`src/rtl/x86su_pkg.sv`:
```
// ----------------------------------------------------------------------------
// x86su_pkg
// Types and constants shared by the segment unit modules.
// ----------------------------------------------------------------------------
package x86su_pkg;

    typedef enum logic [1:0] {
        OP_TRANSLATE  = 2'd0,
        OP_LOAD_DATA  = 2'd1,
        OP_LOAD_CODE  = 2'd2,
        OP_WRITE_MODE = 2'd3
    } t_opcode;

    typedef enum logic [1:0] {
        ST_OK      = 2'd0,
        ST_LIMIT   = 2'd1,
        ST_MEMORY  = 2'd2,
        ST_INVALID = 2'd3
    } t_status;

    typedef struct packed {
        logic [31:0] base;
        logic [31:0] limit;
        logic [7:0]  access;
        logic        big;
        logic        ok;
    } t_desc;

    localparam logic [2:0]  CS_INDEX       = 3'd1;
    localparam logic [15:0] SEL_INDEX_MASK = 16'hFFF8;
    localparam logic [15:0] CS_RESET_SEL   = 16'hF000;
    localparam logic [31:0] CS_RESET_BASE  = 32'h000F_0000;
    localparam logic [31:0] LIMIT_1M       = 32'h000F_FFFF;
    localparam logic [31:0] LIMIT_64K      = 32'h0000_FFFF;
    localparam int          OUT_BITS       = 24;

    localparam int ACC_PRESENT = 7;
    localparam int ACC_SYSTEM  = 4;
    localparam int ACC_CODE    = 3;
    localparam int HI_GRAN     = 23;
    localparam int HI_BIG      = 22;

endpackage

```
`src/rtl/x86su_decode.sv`:
```
// ----------------------------------------------------------------------------
// x86su_decode
// Decodes a descriptor pair and checks the selector against the table limit.
// ----------------------------------------------------------------------------
module x86su_decode (
    input  logic [15:0]     i_sel,
    input  logic [31:0]     i_desc_lo,
    input  logic [31:0]     i_desc_hi,
    input  logic [15:0]     i_gdt_limit,
    output x86su_pkg::t_desc o_desc
);

    logic [15:0] sel_idx;
    logic        sel_ok;
    logic [31:0] raw_limit;

    assign sel_idx   = i_sel & x86su_pkg::SEL_INDEX_MASK;
    assign sel_ok    = (sel_idx != 16'd0) &&
                       (({1'b0, sel_idx} + 17'd7) <= {1'b0, i_gdt_limit});
    assign raw_limit = {12'd0, i_desc_hi[19:16], i_desc_lo[15:0]};

    always_comb begin
        o_desc.base   = {i_desc_hi[31:24], i_desc_hi[7:0], i_desc_lo[31:16]};
        o_desc.limit  = i_desc_hi[x86su_pkg::HI_GRAN] ?
                        {raw_limit[19:0], 12'hFFF} : raw_limit;
        o_desc.access = i_desc_hi[15:8];
        o_desc.big    = i_desc_hi[x86su_pkg::HI_BIG];
        o_desc.ok     = sel_ok && i_desc_hi[8 + x86su_pkg::ACC_PRESENT] &&
                        i_desc_hi[8 + x86su_pkg::ACC_SYSTEM];
    end

endmodule

```
`src/rtl/x86su_exec.sv`:
```
// ----------------------------------------------------------------------------
// x86su_exec
// Segment register file, mode flags and the single-pass operation logic,
// with the result register.
// ----------------------------------------------------------------------------
module x86su_exec #(
    parameter int ADDRESS_BITS  = 24,
    parameter int SEGMENT_COUNT = 6
) (
    input  logic                    i_clk,
    input  logic                    i_rst_n,
    input  logic                    i_valid,
    input  x86su_pkg::t_opcode      i_op,
    input  logic [2:0]              i_seg,
    input  logic [15:0]             i_sel,
    input  x86su_pkg::t_desc        i_desc,
    input  logic [31:0]             i_off,
    input  logic                    i_mode,
    output logic                    o_done,
    output logic [23:0]             o_addr,
    output x86su_pkg::t_status      o_status,
    output logic                    o_d32
);

    localparam logic [31:0] MEM_MASK = 32'((64'd1 << ADDRESS_BITS) - 64'd1);
    localparam int          IDX_W    = $clog2(SEGMENT_COUNT);
    localparam logic [IDX_W-1:0] CS_IDX = IDX_W'(x86su_pkg::CS_INDEX);

    logic [15:0] r_sel    [SEGMENT_COUNT];
    logic [31:0] r_base   [SEGMENT_COUNT];
    logic [31:0] r_limit  [SEGMENT_COUNT];
    logic [7:0]  r_access [SEGMENT_COUNT];
    logic [15:0] n_sel    [SEGMENT_COUNT];
    logic [31:0] n_base   [SEGMENT_COUNT];
    logic [31:0] n_limit  [SEGMENT_COUNT];
    logic [7:0]  n_access [SEGMENT_COUNT];
    logic        r_prot, n_prot;
    logic        r_d32, n_d32;

    logic                 r_done;
    logic [23:0]          r_addr, n_addr;
    x86su_pkg::t_status   r_status, n_status;

    logic                 seg_ok;
    logic [IDX_W-1:0]     idx;
    logic [31:0]          real_sum;
    logic [32:0]          prot_sum;
    logic [31:0]          addr32;

    assign seg_ok   = {29'd0, i_seg} < SEGMENT_COUNT;
    assign idx      = i_seg[IDX_W-1:0];
    assign real_sum = {12'd0, r_sel[idx], 4'd0} + i_off;
    assign prot_sum = {1'b0, r_base[idx]} + {1'b0, i_off};

    always_comb begin
        n_sel    = r_sel;
        n_base   = r_base;
        n_limit  = r_limit;
        n_access = r_access;
        n_prot   = r_prot;
        n_d32    = r_d32;
        addr32   = 32'd0;
        n_status = x86su_pkg::ST_OK;
        case (i_op)
            x86su_pkg::OP_TRANSLATE: begin
                if (!seg_ok) begin
                    n_status = x86su_pkg::ST_INVALID;
                end else if (!r_prot) begin
                    addr32 = real_sum & MEM_MASK;
                end else if (i_off > r_limit[idx]) begin
                    n_status = x86su_pkg::ST_LIMIT;
                end else if ((prot_sum >> ADDRESS_BITS) != 33'd0) begin
                    n_status = x86su_pkg::ST_MEMORY;
                end else begin
                    addr32 = prot_sum[31:0];
                end
            end
            x86su_pkg::OP_LOAD_DATA: begin
                if (!seg_ok) begin
                    n_status = x86su_pkg::ST_INVALID;
                end else if (!r_prot) begin
                    n_sel[idx]    = i_sel;
                    n_base[idx]   = {12'd0, i_sel, 4'd0};
                    n_limit[idx]  = x86su_pkg::LIMIT_64K;
                    n_access[idx] = 8'd0;
                end else if (i_seg == x86su_pkg::CS_INDEX || !i_desc.ok ||
                             i_desc.access[x86su_pkg::ACC_CODE]) begin
                    n_status = x86su_pkg::ST_INVALID;
                end else begin
                    n_sel[idx]    = i_sel;
                    n_base[idx]   = i_desc.base;
                    n_limit[idx]  = i_desc.limit;
                    n_access[idx] = i_desc.access;
                end
            end
            x86su_pkg::OP_LOAD_CODE: begin
                n_sel[CS_IDX] = i_sel;
                if (r_prot) begin
                    if (!i_desc.ok || !i_desc.access[x86su_pkg::ACC_CODE]) begin
                        n_status = x86su_pkg::ST_INVALID;
                    end else begin
                        n_base[CS_IDX]   = i_desc.base;
                        n_limit[CS_IDX]  = i_desc.limit;
                        n_access[CS_IDX] = i_desc.access;
                        n_d32            = i_desc.big;
                    end
                end
            end
            default: begin
                n_prot = i_mode;
                if (i_mode) begin
                    n_base[CS_IDX]  = {12'd0, r_sel[CS_IDX], 4'd0};
                    n_limit[CS_IDX] = x86su_pkg::LIMIT_1M;
                end
            end
        endcase
        n_addr = addr32[x86su_pkg::OUT_BITS-1:0];
    end

    always_ff @(posedge i_clk) begin
        if (!i_rst_n) begin
            for (int i = 0; i < SEGMENT_COUNT; i++) begin
                r_sel[i]    <= (i == int'(CS_IDX)) ? x86su_pkg::CS_RESET_SEL : 16'd0;
                r_base[i]   <= (i == int'(CS_IDX)) ? x86su_pkg::CS_RESET_BASE : 32'd0;
                r_limit[i]  <= x86su_pkg::LIMIT_1M;
                r_access[i] <= 8'd0;
            end
            r_prot <= 1'b0;
            r_d32  <= 1'b0;
            r_done <= 1'b0;
        end else begin
            r_done <= i_valid;
            if (i_valid) begin
                r_sel    <= n_sel;
                r_base   <= n_base;
                r_limit  <= n_limit;
                r_access <= n_access;
                r_prot   <= n_prot;
                r_d32    <= n_d32;
            end
        end
    end

    always_ff @(posedge i_clk) begin
        if (i_valid) begin
            r_addr   <= n_addr;
            r_status <= n_status;
        end
    end

    assign o_done   = r_done;
    assign o_addr   = r_addr;
    assign o_status = r_status;
    assign o_d32    = r_d32;

    // A faulting transaction never reports an address.
    a_fault_zero: assert property (@(posedge i_clk) disable iff (!i_rst_n)
        r_done && r_status != x86su_pkg::ST_OK |-> r_addr == 24'd0)
        else $error("fault reported with a nonzero address");

    // Every accepted transaction gives its result in the next cycle.
    a_one_result: assert property (@(posedge i_clk) disable iff (!i_rst_n)
        i_valid |=> r_done)
        else $error("result strobe missing");

    // Real mode never raises a limit or memory fault.
    a_real_no_fault: assert property (@(posedge i_clk) disable iff (!i_rst_n)
        i_valid && !r_prot |=> r_status != x86su_pkg::ST_LIMIT &&
                               r_status != x86su_pkg::ST_MEMORY)
        else $error("limit or memory fault in real mode");

    // Flags only move with a transaction.
    a_flags_hold: assert property (@(posedge i_clk) disable iff (!i_rst_n)
        !i_valid |=> $stable(r_d32) && $stable(r_prot))
        else $error("mode flags changed while idle");

endmodule

```
`src/rtl/x86_segment_unit_core.sv`:
```
// ----------------------------------------------------------------------------
// x86_segment_unit_core
// Segment unit: real and protected mode address translation and segment
// register loads from supplied descriptor words.
//
//   Channel   Handshake                 Payload
//   command   i_start / o_busy          i_opcode, i_segment_index,
//                                       i_selector_value, i_descriptor_low,
//                                       i_descriptor_high, i_offset_value,
//                                       i_mode_bit
//   result    o_done (one-cycle strobe) o_linear_address, o_status_code,
//                                       o_code_is_32bit
//   config    i_cfg_valid / o_cfg_ready i_cfg_data (descriptor table limit)
//
// A transaction is registered at acceptance in the input registers, then
// decoded and executed, and its result is held in the result register;
// one transaction can be accepted every cycle and o_busy is never raised.
// The path is set by the base plus offset add and the limit compare in the
// execute stage. Synchronous reset restores the power-on segment state.
// The receiver cannot stall results.
// ----------------------------------------------------------------------------
module x86_segment_unit_core #(
    parameter int ADDRESS_BITS  = 24,
    parameter int SEGMENT_COUNT = 6
) (
    input  logic        i_clk,
    input  logic        i_rst_n,
    input  logic        i_start,
    output logic        o_busy,
    input  logic [1:0]  i_opcode,
    input  logic [2:0]  i_segment_index,
    input  logic [15:0] i_selector_value,
    input  logic [31:0] i_descriptor_low,
    input  logic [31:0] i_descriptor_high,
    input  logic [31:0] i_offset_value,
    input  logic        i_mode_bit,
    output logic        o_done,
    output logic [23:0] o_linear_address,
    output logic [1:0]  o_status_code,
    output logic        o_code_is_32bit,
    input  logic        i_cfg_valid,
    output logic        o_cfg_ready,
    input  logic [15:0] i_cfg_data
);

    logic                r_valid;
    x86su_pkg::t_opcode  r_op;
    logic [2:0]          r_seg;
    logic [15:0]         r_sel;
    logic [31:0]         r_desc_lo;
    logic [31:0]         r_desc_hi;
    logic [31:0]         r_off;
    logic                r_mode;
    logic [15:0]         r_gdt_limit;
    x86su_pkg::t_desc    desc;
    x86su_pkg::t_status  status;

    assign o_busy      = 1'b0;
    assign o_cfg_ready = 1'b1;

    always_ff @(posedge i_clk) begin
        if (!i_rst_n) begin
            r_valid     <= 1'b0;
            r_gdt_limit <= 16'd0;
        end else begin
            r_valid <= i_start && !o_busy;
            if (i_cfg_valid && o_cfg_ready) begin
                r_gdt_limit <= i_cfg_data;
            end
        end
    end

    always_ff @(posedge i_clk) begin
        if (i_start && !o_busy) begin
            r_op      <= x86su_pkg::t_opcode'(i_opcode);
            r_seg     <= i_segment_index;
            r_sel     <= i_selector_value;
            r_desc_lo <= i_descriptor_low;
            r_desc_hi <= i_descriptor_high;
            r_off     <= i_offset_value;
            r_mode    <= i_mode_bit;
        end
    end

    x86su_decode u_decode (
        .i_sel       (r_sel),
        .i_desc_lo   (r_desc_lo),
        .i_desc_hi   (r_desc_hi),
        .i_gdt_limit (r_gdt_limit),
        .o_desc      (desc)
    );

    x86su_exec #(
        .ADDRESS_BITS  (ADDRESS_BITS),
        .SEGMENT_COUNT (SEGMENT_COUNT)
    ) u_exec (
        .i_clk    (i_clk),
        .i_rst_n  (i_rst_n),
        .i_valid  (r_valid),
        .i_op     (r_op),
        .i_seg    (r_seg),
        .i_sel    (r_sel),
        .i_desc   (desc),
        .i_off    (r_off),
        .i_mode   (r_mode),
        .o_done   (o_done),
        .o_addr   (o_linear_address),
        .o_status (status),
        .o_d32    (o_code_is_32bit)
    );

    assign o_status_code = status;

endmodule
```
`config.mk`:
```
export PLATFORM = sky130hd
export DESIGN_NAME = x86_segment_unit_core
export DESIGN_NICKNAME = d
export VERILOG_FILES = /design/src/rtl/x86su_pkg.sv /design/src/rtl/x86su_decode.sv /design/src/rtl/x86su_exec.sv /design/src/rtl/x86_segment_unit_core.sv
export SDC_FILE = /design/constraint.sdc
export NUM_CORES = 1
export LEC_CHECK = 0
export BUFFER_PORTS_ARGS = -buffer_cell sky130_fd_sc_hd__buf_4
export CAP_MARGIN = 20
export CORE_UTILIZATION = 30
export CTS_CLUSTER_SIZE = 20
export DETAILED_ROUTE_END_ITERATION = 6
export HOLD_SLACK_MARGIN = 0.15
export PLACE_DENSITY_LB_ADDON = 0.12
export RECOVER_POWER = 25
export SETUP_SLACK_MARGIN = 0.4
export SYNTH_ARGS = -nofsm -noshare
export SYNTH_HDL_FRONTEND = slang
export SYNTH_SLANG_ARGS = --single-unit
```
`constraint.sdc`:
```
create_clock -name i_clk -period 9 [get_ports i_clk]
set_clock_uncertainty 0.2 [all_clocks]
set_input_delay 2.7 -clock i_clk [delete_from_list [all_inputs] [get_ports i_clk]]
set_output_delay 2.7 -clock i_clk [all_outputs]
set_load 0.01 [all_outputs]
```
Yosys cells after proc, flatten, opt, wreduce, memory -nomap -nowiden
Cells that the tools add are included.
{"block": "word_totals", "reg_bits": 644, "input_bits": 138, "output_inout_bits": 30, "wordCells": 125}
{"block": "op_classes", "n_addsub": 3, "n_lt_le_gt_ge": 5, "eq_ne": 8, "muxes": 49, "n_bitwise": 7, "n_reduce_logical": 21}
{"op": "192-bit two-way mux", "count": 4}
{"op": "192-bit bitwise mux", "count": 3}
{"op": "32-bit two-way mux", "count": 12}
{"op": "160-bit two-way mux", "count": 2}
{"op": "32-bit binary-select mux with 3-bit select", "count": 2}
{"op": "96-bit two-way mux", "count": 2}
{"op": "32-bit one-hot mux with 3 select lines", "count": 2}
{"op": "96-bit AND", "count": 1}
{"op": "96-bit bitwise mux", "count": 1}
{"op": "32-bit demux with 3-bit select", "count": 1}
{"op": "96-bit inverter", "count": 1}
{"op": "96-bit bitwise OR", "count": 1}
{"op": "80-bit two-way mux", "count": 1}
{"op": "24-bit two-way mux", "count": 3}
{"op": "16-bit binary-select mux with 3-bit select", "count": 1}
{"op": "16-bit demux with 3-bit select", "count": 1}
{"op": "16-bit two-way mux", "count": 3}
{"op": "32-bit by 32-bit adder with 33-bit output", "count": 1}
{"op": "33-bit nonzero test", "count": 1}
{"op": "32-bit greater-than comparator", "count": 1}
{"op": "16-bit one-hot mux with 2 select lines", "count": 1}
{"op": "20-bit by 24-bit adder with 24-bit output", "count": 1}
{"op": "2-bit two-way mux", "count": 9}
{"op": "16-bit by 3-bit adder with 17-bit output, second input constant", "count": 1}
{"op": "other kinds (24)", "count": 37}

Logic depth before layout (Yosys ltp)
Gate-level depths: netlist of the first run.
{"block": "logic_depth", "word_depth": 12, "mapped_depth": 21, "mapped_depth_nobuf": 16}

Cells and area by module
From an unflattened synthesis of the first run, not the netlist that was laid out.
{"block": "hier_totals", "hier_cells": 3235, "hier_area_um2": 30078.8}
{"module": "x86su_exec", "n_inst": 1, "cells_per_inst": 2931, "area_each_um2": 24915.1, "seq_area_each_um2": 10450.0}
{"module": "x86_segment_unit_core", "n_inst": 1, "cells_per_inst": 175, "area_each_um2": 4207.8, "seq_area_each_um2": 3883.7}
{"module": "x86su_decode", "n_inst": 1, "cells_per_inst": 129, "area_each_um2": 955.9, "seq_area_each_um2": 0.0}

Least setup slack after synthesis of the first run
OpenSTA, ideal clock, no wires.
{"block": "synth_path", "path_type": "register to register", "startpoint": "register r_seg[0]", "endpoint": "register u_exec.r_addr[15] (netlist: u_exec.o_addr[15]), data pin", "arrival_ns": 4.820, "required_time_ns": 8.620, "setup_slack_ns": 3.800, "stages_incl_launch_ff": 21, "path_cell_list": "edfxtp_1 clkbuf_1 nor3b_1 clkbuf_1 buf_1 clkbuf_1 a22oi_1 nand3_1 ha_1 inv_1 fa_1 nand2b_1 a211oi_1 o211ai_1 a21oi_2 o2111a_1 o21ai_0 a2111oi_4 nand4_4 buf_6 o41ai_2"}
{"block": "synth_via", "elab_chain_len": 9, "word_cells_on_any_way": 19, "cone_classes": "add/sub (2); order compare (2); mux (12); bitwise (1); reduce/logical (2)"}
{"item": "from (decl)", "line_no": "x86_segment_unit_core.sv:48", "rtl": "logic [2:0] r_seg;"}
{"item": "from (signal assigned)", "line_no": "x86_segment_unit_core.sv:76", "rtl": "r_seg <= i_segment_index;"}
{"item": "3-bit inverter with 4-bit output (not written as such)", "line_no": "x86su_exec.sv:52, x86su_exec.sv:53, x86su_exec.sv:70"}
{"item": "32-bit binary-select mux with 3-bit select", "line_no": "x86su_exec.sv:53", "rtl": "assign prot_sum = {1'b0, r_base[idx]} + {1'b0, i_off};"}
{"item": "32-bit two-way mux (not written as such) (2 in a row)", "line_no": "x86su_exec.sv:53"}
{"item": "32-bit by 32-bit adder with 33-bit output", "line_no": "x86su_exec.sv:53"}
{"item": "33-bit nonzero test", "line_no": "x86su_exec.sv:72", "rtl": "end else if ((prot_sum >> ADDRESS_BITS) != 33'd0) begin"}
{"item": "24-bit two-way mux", "line_no": "x86su_exec.sv:72"}
{"item": "24-bit two-way mux", "line_no": "x86su_exec.sv:70", "rtl": "end else if (i_off > r_limit[idx]) begin"}
{"item": "24-bit two-way mux", "line_no": "x86su_exec.sv:68", "rtl": "end else if (!r_prot) begin"}
{"item": "to (signal assigned)", "line_no": "x86su_exec.sv:146", "rtl": "r_addr <= n_addr;"}
{"item": "to (decl)", "line_no": "x86su_exec.sv:41", "rtl": "logic [23:0] r_addr, n_addr;"}
Several ways; a longest one is shown, not always the timed one. The select of a mux whose other input is x is not followed.
A chain may end at the register's enable or synchronous reset.

Final worst setup path of the first run
{"block": "layout_path", "startpoint": "input port i_start", "endpoint": "register r_desc_lo[2] (enable)"}
{"item": "from (decl)", "line_no": "x86_segment_unit_core.sv:28", "rtl": "input logic i_start,"}
{"item": "to (signal assigned)", "line_no": "x86_segment_unit_core.sv:78", "rtl": "r_desc_lo <= i_descriptor_low;"}
{"item": "to (decl)", "line_no": "x86_segment_unit_core.sv:50", "rtl": "logic [31:0] r_desc_lo;"}
No word-level cell between the ends.

==> flow_results.org, run 1 <==
** Run status
- Status :: finished, violations left
- The checks that failed: capacitance limit, slew limit.

** Final layout
- Summing all flip-flop and latch instances after layout gives 0.0141 mm².
- After filler insertion, the fill cell instance count of the layout stands at 9,607.
- For this run, the post-layout net count is 3,381.
- Measured on the finished design, the core utilization comes to 0.353.
- The number of antenna diodes in the final layout is 0.
- The area growth from synthesis to layout is 16.6%.
- Area of combinational cells with multiple inputs :: 0.0136 mm²
- Fraction of layout cells with a size suffix above 1 :: 0.123

** Worst setup path
- Worst-path cell with the longest stage delay :: sky130_fd_sc_hd__clkbuf_1
- Worst endpoint required time :: 9.03 ns
- Largest fanout on the critical path :: 60
- Highest cell delay on the worst timing path :: between 2 and 3 ns
- Critical setup path kind :: in2reg
- Critical-path cell list :: clkbuf_1 > clkbuf_2
- Category of the worst setup path capture point :: register
- Crit path DAT :: between 6 and 7 ns
- Counting both buffers and inverters, the worst setup path holds a total of 2.
- Kind of cell with the highest combined delay on the critical path :: buffers and inverters
- Crit start category :: input pin

** Global routing
- In the global route stage, overall resource usage came out at 0.211.
- Vias in the first global route :: between 20,000 and 25,000
- The number of antenna violations at the first check in global routing is 1.
- Total congestion overflow :: 0
- The first global-routing pass estimated 156,000 µm of wire.
- Entering global routing, the biggest net connects roughly 190 pins.

** Synthesis
- Top-count cell post-synth :: sky130_fd_sc_hd__dfxtp_1
- Register bit total from synthesis :: 637
- Post-synthesis cell type count :: 81
- Per-instance average area after synthesis :: 9.18 µm²
- Of all flip-flops after synthesis, the portion carrying an async set or reset was 0.
- Fraction of post-synthesis cell area in the top cell type by area :: 0.348
- Synthesized Nets :: 3,369
- Cell types with the highest counts after synthesis :: sky130_fd_sc_hd__dfxtp_1 (500), sky130_fd_sc_hd__o21ai_0 (415), sky130_fd_sc_hd__nand3_1 (399), sky130_fd_sc_hd__nand2_1 (294), sky130_fd_sc_hd__clkbuf_1 (206)
- Number of enable flip-flop cells after synthesis :: 137
- The synthesized netlist occupies a cell area of 0.0288 mm².
- Of the synthesized area, sequential elements account for 0.491.
- Top area cells in the synthesized netlist :: sky130_fd_sc_hd__dfxtp_1 (35%), sky130_fd_sc_hd__edfxtp_1 (14%), sky130_fd_sc_hd__o21ai_0 (7.2%)
- The synthesized design spends more area on one cell type than any other, namely sky130_fd_sc_hd__dfxtp_1.
- For this run, the leading register cell type out of synthesis is sky130_fd_sc_hd__dfxtp_1.
- For this run, the number of Yosys warnings is 0.
- Synthesized netlist cell count :: about 3,100

** Pwr
- Of the total power, the share spent switching nets is 0.256.
- Of the total power, registers draw 0.453.
- Of the total power, the clock network draws 0.457.
- Maximum ir drop on the vdd rail :: 145 µV
- In this run the power density over the cells is 204 mW/mm².
- Internal power of the cells :: 5.09 mW
- The analysis attributes to net switching a power of 1.75 mW.
- The analysis attributes to cell leakage a power of 12.0 nW.
- Relative contribution of combinational cells to total power :: 0.090

** Route
- First-pass detailed-route iteration total :: 5
- Detailed-route DRC error count :: 0
- Summed over all layers, the routed wires come to 104,000 µm.
- In this run the remaining antenna-violating nets after routing total 0.
- After detailed routing, the number of vias per cell comes to 5.54.
- Wire length per cell after detailed routing :: 23.4 µm
- DR vias :: 24,729
- Violation count after the first detailed-routing iteration :: 2,131

** Clock tree
- The longest clock path from root to sink contains 3 buffers.
- Later-pin clock latency in the skew report :: 0.64 ns
- TritonCTS built the clock tree.
- CTS placed an instance of sky130_fd_sc_hd__clkbuf_16 at the clock tree root.
- Number of sinks driven by the clock tree :: 637
- Number of buffers inserted to repair setup after CTS :: 0
- # resized after CTS :: 0
- The H-tree was split into 3 levels.
- Inserted Clock Buffers :: 76
- Post-CTS Hold Buffers :: 0
- After clock tree synthesis, the clock-pin slew on the worst setup and hold paths is 0.05 ns.

** Floorplanning
- The floorplan step defined a die boundary enclosing 0.0971 mm².
- X dimension of the die :: 312 µm
- Effective utilization at floorplan :: 0.303
- The core region is 0.0950 mm².
- Row generation in the floorplan step produced 113 rows.
- Die extent in y :: approximately 310 µm
- I/O pin count :: 168

** Timing
- Tcrit/Tclk final :: 0.750
- For the pin with the worst max-slew slack, the measured transition is 3.85 ns.
- For the final routed database, the setup TNS stands at 0 ns.
- Headroom to the max-slew limit came out at -1.57.
- For the finished layout, the period the worst path requires is 6.75 ns.
- Setup repair after global routing left no endpoint under its margin.
- Max Transition Viols Final :: 95
- Final setup violation count :: 0
- For this run, the top clock speed supported by timing is approximately 150 MHz.
- The hold violation total from the final report was 0.

** Placed design
- After legalization and detailed placement, the total HPWL measured 66,600 µm.
- Placer congestion estimate :: 0.857
- Count of input and output buffers :: 158

** Min path
- In this run the worst hold path is classified as reg2reg.

** Job
- Max Cap Violations :: 2
power groups by stage:
stage / combinational [mW] / clock [mW] / sequential (mW)
after CTS: 0.617 / 3.21 / 3.10
after detailed placement: 0.614 / 0 / 3.16
after global placement: 0.605 / 0 / 3.16
final: 0.618 / 3.13 / 3.10
after global routing: 0.676 / 3.32 / 3.10
after floorplan: 0.381 / 0 / 3.09
cells in the final DEF, fill, tap and decap left out, drive strengths merged, types with 10 or more instances in the layout:
master,synthesis,final
xnor2,19,19
nor2,105,105
a221o,20,20
a21o,43,43
mux2i,18,18
a41oi,13,13
inv,33,33
dfxtp,500,500
nand3,399,399
buf,65,92
and2,14,14
xor2,16,16
a22oi,181,181
o311ai,18,18
nand4,18,18
clkinv,0,10
clkbuf,206,231
nand2b,23,23
a211oi,18,18
a32o,13,13
nand2,294,294
edfxtp,137,137
nor3,82,82
o21ai,418,418
o41ai,21,21
a221oi,39,39
ha,97,97
o211ai,34,34
a21oi,118,118
or2,11,11
a22o,31,31
mux2,23,23
per-stage QoR:
step	area [µm²]	setup slack (ns)	hold slack [ns]	cells	power (mW)
final	33500	2.25	0.272	4463	6.84
after CTS	33500	2.79	0.274	4460	6.92
after global routing	33500	1.60	0.282	4463	7.09
after global placement	30900	2.87	0.252	4328	3.77
after detailed placement	30900	2.79	0.257	4328	3.77
after floorplan	28800	3.80	0.242	3132	3.47
cells by family after synthesis:
family / count (synthesis) / share of synthesized area
muxes: 41 / 0.0153
AOI/OAI and AO/OA: 1013 / 0.233
and+or+nand+nor: 1001 / 0.165
other: 2 / 0.000261
xor gates and xnor gates: 35 / 0.0107
DFF: 637 / 0.491
buffers and inverters: 304 / 0.0411
adders and majority gates: 99 / 0.0436
path summary, 6_finish.rpt:
check / from / end / slack (ns) / depth (start not counted)
hold reg to reg: u_exec.r_sel[5] / u_exec.r_sel[5] / 0.27 / 2
setup reg to reg: r_seg[1] / u_exec.o_addr[4] / 2.77 / 16
hold / removal: u_exec.r_sel[5] / u_exec.r_sel[5] / 0.27 / 2
setup / recovery: i_start / r_desc_lo[2] / 2.25 / 2
per-layer routing:
metal / global-route usage / routed length [µm] / vias to the layer above
li1: - / - / 11675
met1: 0.295 / 48200 / 12045
met2: 0.338 / 47600 / 848
met3: 0.0238 / 5700 / 161
met4: 0.0677 / 2990 / 0
met5: 0 / 0 / -
flip-flops by register name (all words and copies together) (netlist names), 2 cells and up:
signal           count
u_exec.r_sel        96
r_desc_lo           32
r_op                 2
u_exec.o_addr       24
r_sel               16
u_exec.o_status      2
u_exec.r_limit     192
r_off               32
r_desc_hi           25
r_seg                3
r_gdt_limit         16
u_exec.r_base      192
cell type report:
| type | count | share of cell area |
|---|---|---|
| Clock buffer | 118 | 0.0701 |
| Clock inverter | 14 | 0.00556 |
| Inverter | 33 | 0.00373 |
| Multi-Input combinational cell | 2191 | 0.404 |
| Sequential cell | 637 | 0.421 |
| Tap cell | 1265 | 0.0472 |
| Timing Repair Buffer | 205 | 0.0479 |
Note: power is estimated with default switching activity, not from simulation.
==> inputs of run 2 (changes only) <==
--- a/config.mk
+++ b/config.mk
@@ -5,6 +5,7 @@
 export SDC_FILE = /design/constraint.sdc
 export NUM_CORES = 1
 export LEC_CHECK = 0
+export ABC_AREA = 1
 export BUFFER_PORTS_ARGS = -buffer_cell sky130_fd_sc_hd__buf_4
 export CAP_MARGIN = 20
 export CORE_UTILIZATION = 30
==> constraint.sdc (replaced) <==
create_clock -name i_clk -period 6.9 [get_ports i_clk]
set_clock_uncertainty 0.2 [all_clocks]
set_input_delay 2.07 -clock i_clk [delete_from_list [all_inputs] [get_ports i_clk]]
set_output_delay 2.07 -clock i_clk [all_outputs]
set_load 0.01 [all_outputs]
==> run 2 against run 1 <==
Net effect:
- the run still ends with capacitance limit, slew limit left
- critical path depth up 17
- routed wire length up 17%
- clock power up 36%
- highest routed layer unchanged
- synthesized cell count up 31%
- area after synthesis up 8.7%
==> flow_results.org, run 2 <==
** Run status
- The flow ran to the end, but the final reports show violations.
- Violations in the final reports :: capacitance limit, slew limit

** Synthesis
- Cell types with the highest counts after synthesis :: sky130_fd_sc_hd__nand2_1 (801), sky130_fd_sc_hd__o21ai_0 (503), sky130_fd_sc_hd__dfxtp_1 (500), sky130_fd_sc_hd__inv_1 (477), sky130_fd_sc_hd__a21oi_1 (436)
- The synthesized netlist occupies a cell area of roughly 0.031 mm².
- Dividing the synthesized area by the synthesized cell count gives 7.60 µm².
- Top-count cell post-synth :: sky130_fd_sc_hd__nand2_1
- The share of synthesized area in the top cell type comes to 0.320.
- Simple-gate portion of the synthesized area :: 0.172
- Cell accounting for the most synthesized area :: sky130_fd_sc_hd__dfxtp_1
- Compound-Gate Fraction of Synth Area :: 0.233
- Number of enable flip-flop cells after synthesis :: 137
- By area, the combinational part of the netlist is dominated by compound AO/OA/AOI/OAI gates.
- Of the total synthesized cell area, the portion taken by full adders, half adders and majority gates is 0.0401.
- In this run, synthesis produced a sequential element count of ~640.
- After synthesis, the share of flip-flops with an asynchronous set or reset is 0.
- Synthesized netlist cell count :: 4,112
- The number of nets in the synthesized netlist is 4,349.
- Post-synthesis share of cell area spent on xor and xnor gates :: 0.00617
- Yosys printed 0 warnings.
- The number of different library cells used by synthesis comes to 56.
- Sequential cell area fraction in the yosys report :: 0.452
- Top area cells in the synthesized netlist :: sky130_fd_sc_hd__dfxtp_1 (32%), sky130_fd_sc_hd__edfxtp_1 (13%), sky130_fd_sc_hd__nand2_1 (9.6%)
- Mux contribution to synthesized area :: 0.00384
- Primary FF master, synth :: sky130_fd_sc_hd__dfxtp_1

** Final layout
- In the layout the commonest cells are sky130_fd_sc_hd__nand2_1 (799), sky130_fd_sc_hd__o21ai_0 (503), sky130_fd_sc_hd__dfxtp_1 (498).
- The library cell used most frequently in the layout, excluding fill and tap cells, is sky130_fd_sc_hd__nand2_1.
- Fraction of layout cells with a size suffix above 1 :: 0.102
- Number of nets at the end of the flow :: 4,384
- The largest registers in the layout are u_exec.r_base (192), u_exec.r_limit (192), u_exec.r_sel (96).
- The repair_antennas step left the layout with diodes totalling 0.
- From synthesis to final layout, the design area changed by 16.4%.
- Final core occ :: 0.352

** Route
- Number of antenna-violating nets in the routed design :: 0
- Overall routed net length :: between 100,000 and 150,000 µm
- For this run, design rule violations remaining after detail routing come to 0.
- Dividing the detail-routed wire length by the instance count gives 21.8 µm.
- Before antenna repair, the detailed router went through 5 iterations.
- DR vias :: 28,431
- In the routed layout, each cell is associated on average with a via count of between 5 and 6.
- Violation count after the first detailed-routing iteration :: 2,310

** Timing
- The final-report max-slew violation count is 107.
- The worst pin sits at a relative slew slack of -0.454.
- Unrepaired setup endpoints after global routing :: false
- Total count of hold-check failures in the final report :: 0
- Final setup violation count :: 0
- In the finished design, the share of the clock period the worst path needs comes to 0.817.
- The worst path in the final design needs a cycle of 5.64 ns, including I/O delays and setup.
- Worst Tran Pin Value :: approximately 2.2 ns
- Peak Freq :: 177 MHz
- Worst Slack Setup Final :: 1.26 ns
- Setup TNS after final layout :: 0 ns

** Min path
- In this run the worst hold path is classified as reg2reg.
- Min-Delay Endpoint :: u_exec.r_limit[93]
- Along the worst hold path, the cell count comes to 2.
- Hold path startpoint :: u_exec.r_limit[93]

** Job
- Across the run, the number of max-cap violations was 3.

** Global routing
- Entering global routing, the biggest net connects approximately 180 pins.
- Overall fraction of global-route tracks in use :: 0.226
- The number of antenna violations at the first check in global routing came to 2.
- The number of global-route vias before repair was 26,692.
- Total congestion overflow :: 0
- The first global-routing pass estimated 179,000 µm of wire.

** Clock tree
- Clock root buffer :: sky130_fd_sc_hd__clkbuf_16
- Inserted Clock Buffers :: 80
- Later-pin clock latency in the skew report :: approximately 0.65 ns
- Number of buffers inserted to repair setup after CTS :: 0
- Number of sinks driven by the clock tree :: 637
- Number of buffers between clock root and the deepest sink :: 3
- H-tree level count :: 3
- TritonCTS built the clock tree.
- Post-CTS Hold Buffers :: 0
- In this run, post-CTS repair resized a total of 0 instances.
- After clock tree synthesis, the clock-pin slew on the worst setup and hold paths is 0.06 ns.

** Worst setup path
- In this run the critical register-to-register path is launched from r_seg[0].
- Critical setup path kind :: reg2reg
- Reg2Reg Setup Slack :: 1.26 ns
- Worst endpoint required time :: 7.20 ns
- The worst register-to-register path ends at u_exec.o_status[1].
- The critical path contains buffers and inverters numbering 4 combined.
- Kind of cell with the highest combined delay on the critical path :: simple AND/OR/NAND/NOR gates
- Highest cell delay on the worst timing path :: roughly 0.83 ns
- Crit start category :: register
- Worst-path cell with the longest stage delay :: sky130_fd_sc_hd__inv_1
- Startpoint of the worst setup timing path :: r_seg[0]
- The worst setup path is captured at a register.
- Crit path DAT :: between 5 and 6 ns
- R2R depth :: 19
- Largest fanout on the critical path :: 19
- Walking the worst path, the cells encountered are inv_1 > nor3_2 > inv_1 > buf_4 > o22ai_1 > a2111oi_0 > ha_1 > nand2_1 > nor2_1 > nand4_1 > nor4_1 > nand3_1 > nand2_1 > nand2_1 > inv_1 > nand2_1 > nand2_1 > nand2_1 > a21oi_1.
- Dominant cell type by count on the critical path :: sky130_fd_sc_hd__nand2_1

** Floorplanning
- Die extent in y :: approximately 320 µm
- The initialized floorplan defines 118 standard-cell rows.
- After floorplanning, the core was sized to cover approximately 0.10 mm².
- 168 I/O pins were placed.
- In this run the horizontal extent of the chip is 325 µm.
- Die Area :: 0.105 mm²
- Effective utilization at floorplan :: 0.302

** Placed design
- Placer congestion estimate :: 0.871
- Before CTS, the worst setup slack after placement is approximately 1.4 ns.
- Count of input and output buffers :: around 160
- The HPWL after detailed placement is 79,500 µm.

** Pwr
- Pwr per Cell Area :: roughly 260 mW/mm²
- Maximum ir drop on the vdd rail :: approximately 180 µV
- In this run the static leakage power is approximately 15 nW.
==> run 2: changes by cell type after synthesis, sizes merged, moves of 26 or more <==
cell / change
nor2: +203
o221ai: +47
a21oi: +328
inv: +449
o22ai: +67
a22oi: -163
nand2: +527
nor3: -68
nand3: -278
a21o: -41
o211ai: +43
a22o: -26
o21ai: +85
==> run 2: power by group <==
group | leakage [nW] | switching, mW | total (mW) | internal (mW)
Clock | 1.31 | 1.71 | 4.25 | 2.54
Combinational | 8.30 | 0.757 | 1.10 | 0.339
Sequential | 5.38 | 0.134 | 4.07 | 3.93
==> run 2: cells by family after synthesis <==
kind of cell,Yosys count
buffers and inverters,759
AO/OA/AOI/OAI,1270
adder cells (fa/ha/maj),99
XOR/XNOR,22
AND/OR/NAND/NOR,1311
flip-flops,637
multiplexers,12
other,2
==> run 2: worst register-to-register path, stage by stage, from the launching register on <==
cell and delay (ns):
sky130_fd_sc_hd__edfxtp_1 0.50, sky130_fd_sc_hd__inv_1 0.22, sky130_fd_sc_hd__nor3_2 0.07, sky130_fd_sc_hd__inv_1 0.83
sky130_fd_sc_hd__buf_4 0.37, sky130_fd_sc_hd__o22ai_1 0.09, sky130_fd_sc_hd__a2111oi_0 0.45, sky130_fd_sc_hd__ha_1 0.19
sky130_fd_sc_hd__nand2_1 0.06, sky130_fd_sc_hd__nor2_1 0.15, sky130_fd_sc_hd__nand4_1 0.21, sky130_fd_sc_hd__nor4_1 0.34
sky130_fd_sc_hd__nand3_1 0.12, sky130_fd_sc_hd__nand2_1 0.36, sky130_fd_sc_hd__nand2_1 0.25, sky130_fd_sc_hd__inv_1 0.39
sky130_fd_sc_hd__nand2_1 0.37, sky130_fd_sc_hd__nand2_1 0.16, sky130_fd_sc_hd__nand2_1 0.06, sky130_fd_sc_hd__a21oi_1 0.13
==> run 2: per-stage QoR <==
| step | std cells | cell area [µm²] | hold slack (ns) | total power, mW |
|---|---|---|---|---|
| final | 5592 | 36400 | 0.245 | 9.41 |
| after global routing | 5592 | 36400 | 0.255 | 9.79 |
| after CTS | 5592 | 36400 | 0.246 | 9.52 |
| after detailed placement | 5445 | 33800 | 0.237 | 5.24 |
| after global placement | 5445 | 33800 | 0.234 | 5.24 |
| after floorplan | 4112 | 31200 | 0.224 | 4.72 |
==> run 2: cell type report <==
| cell class | count | area [µm²] |
|---|---|---|
| clock buffer | 107 | 2280 |
| inverter | 488 | 1840 |
| multi-input combinational | 2716 | 14300 |
| timing repair buffer | 224 | 1740 |
| fill | 11070 | 67000 |
| clock inverter | 40 | 370 |
| tap | 1380 | 1730 |
| sequential | 637 | 14100 |
==> run 2: worst max-delay path by stage <==
stage,end,cells after the start
3_3_place_gp,u_exec.o_status[1],19
6_report,u_exec.o_status[1],19
4_1_cts,u_exec.o_status[1],19
3_5_place_dp,u_exec.o_status[1],19
5_1_grt,u_exec.o_addr[12],23
2_1_floorplan,u_exec.o_addr[17],27
==> run 2: per-layer routing <==
metal  routed length (µm)  vias up  share of wire  global-route usage
met1                57200    13549           0.47               0.320
met2                55700      826           0.46               0.364
li1                     -    13948              -                   -
met4                 1890        0          0.016              0.0497
met5                    0        -              0                   0
met3                 6900      108          0.057              0.0283
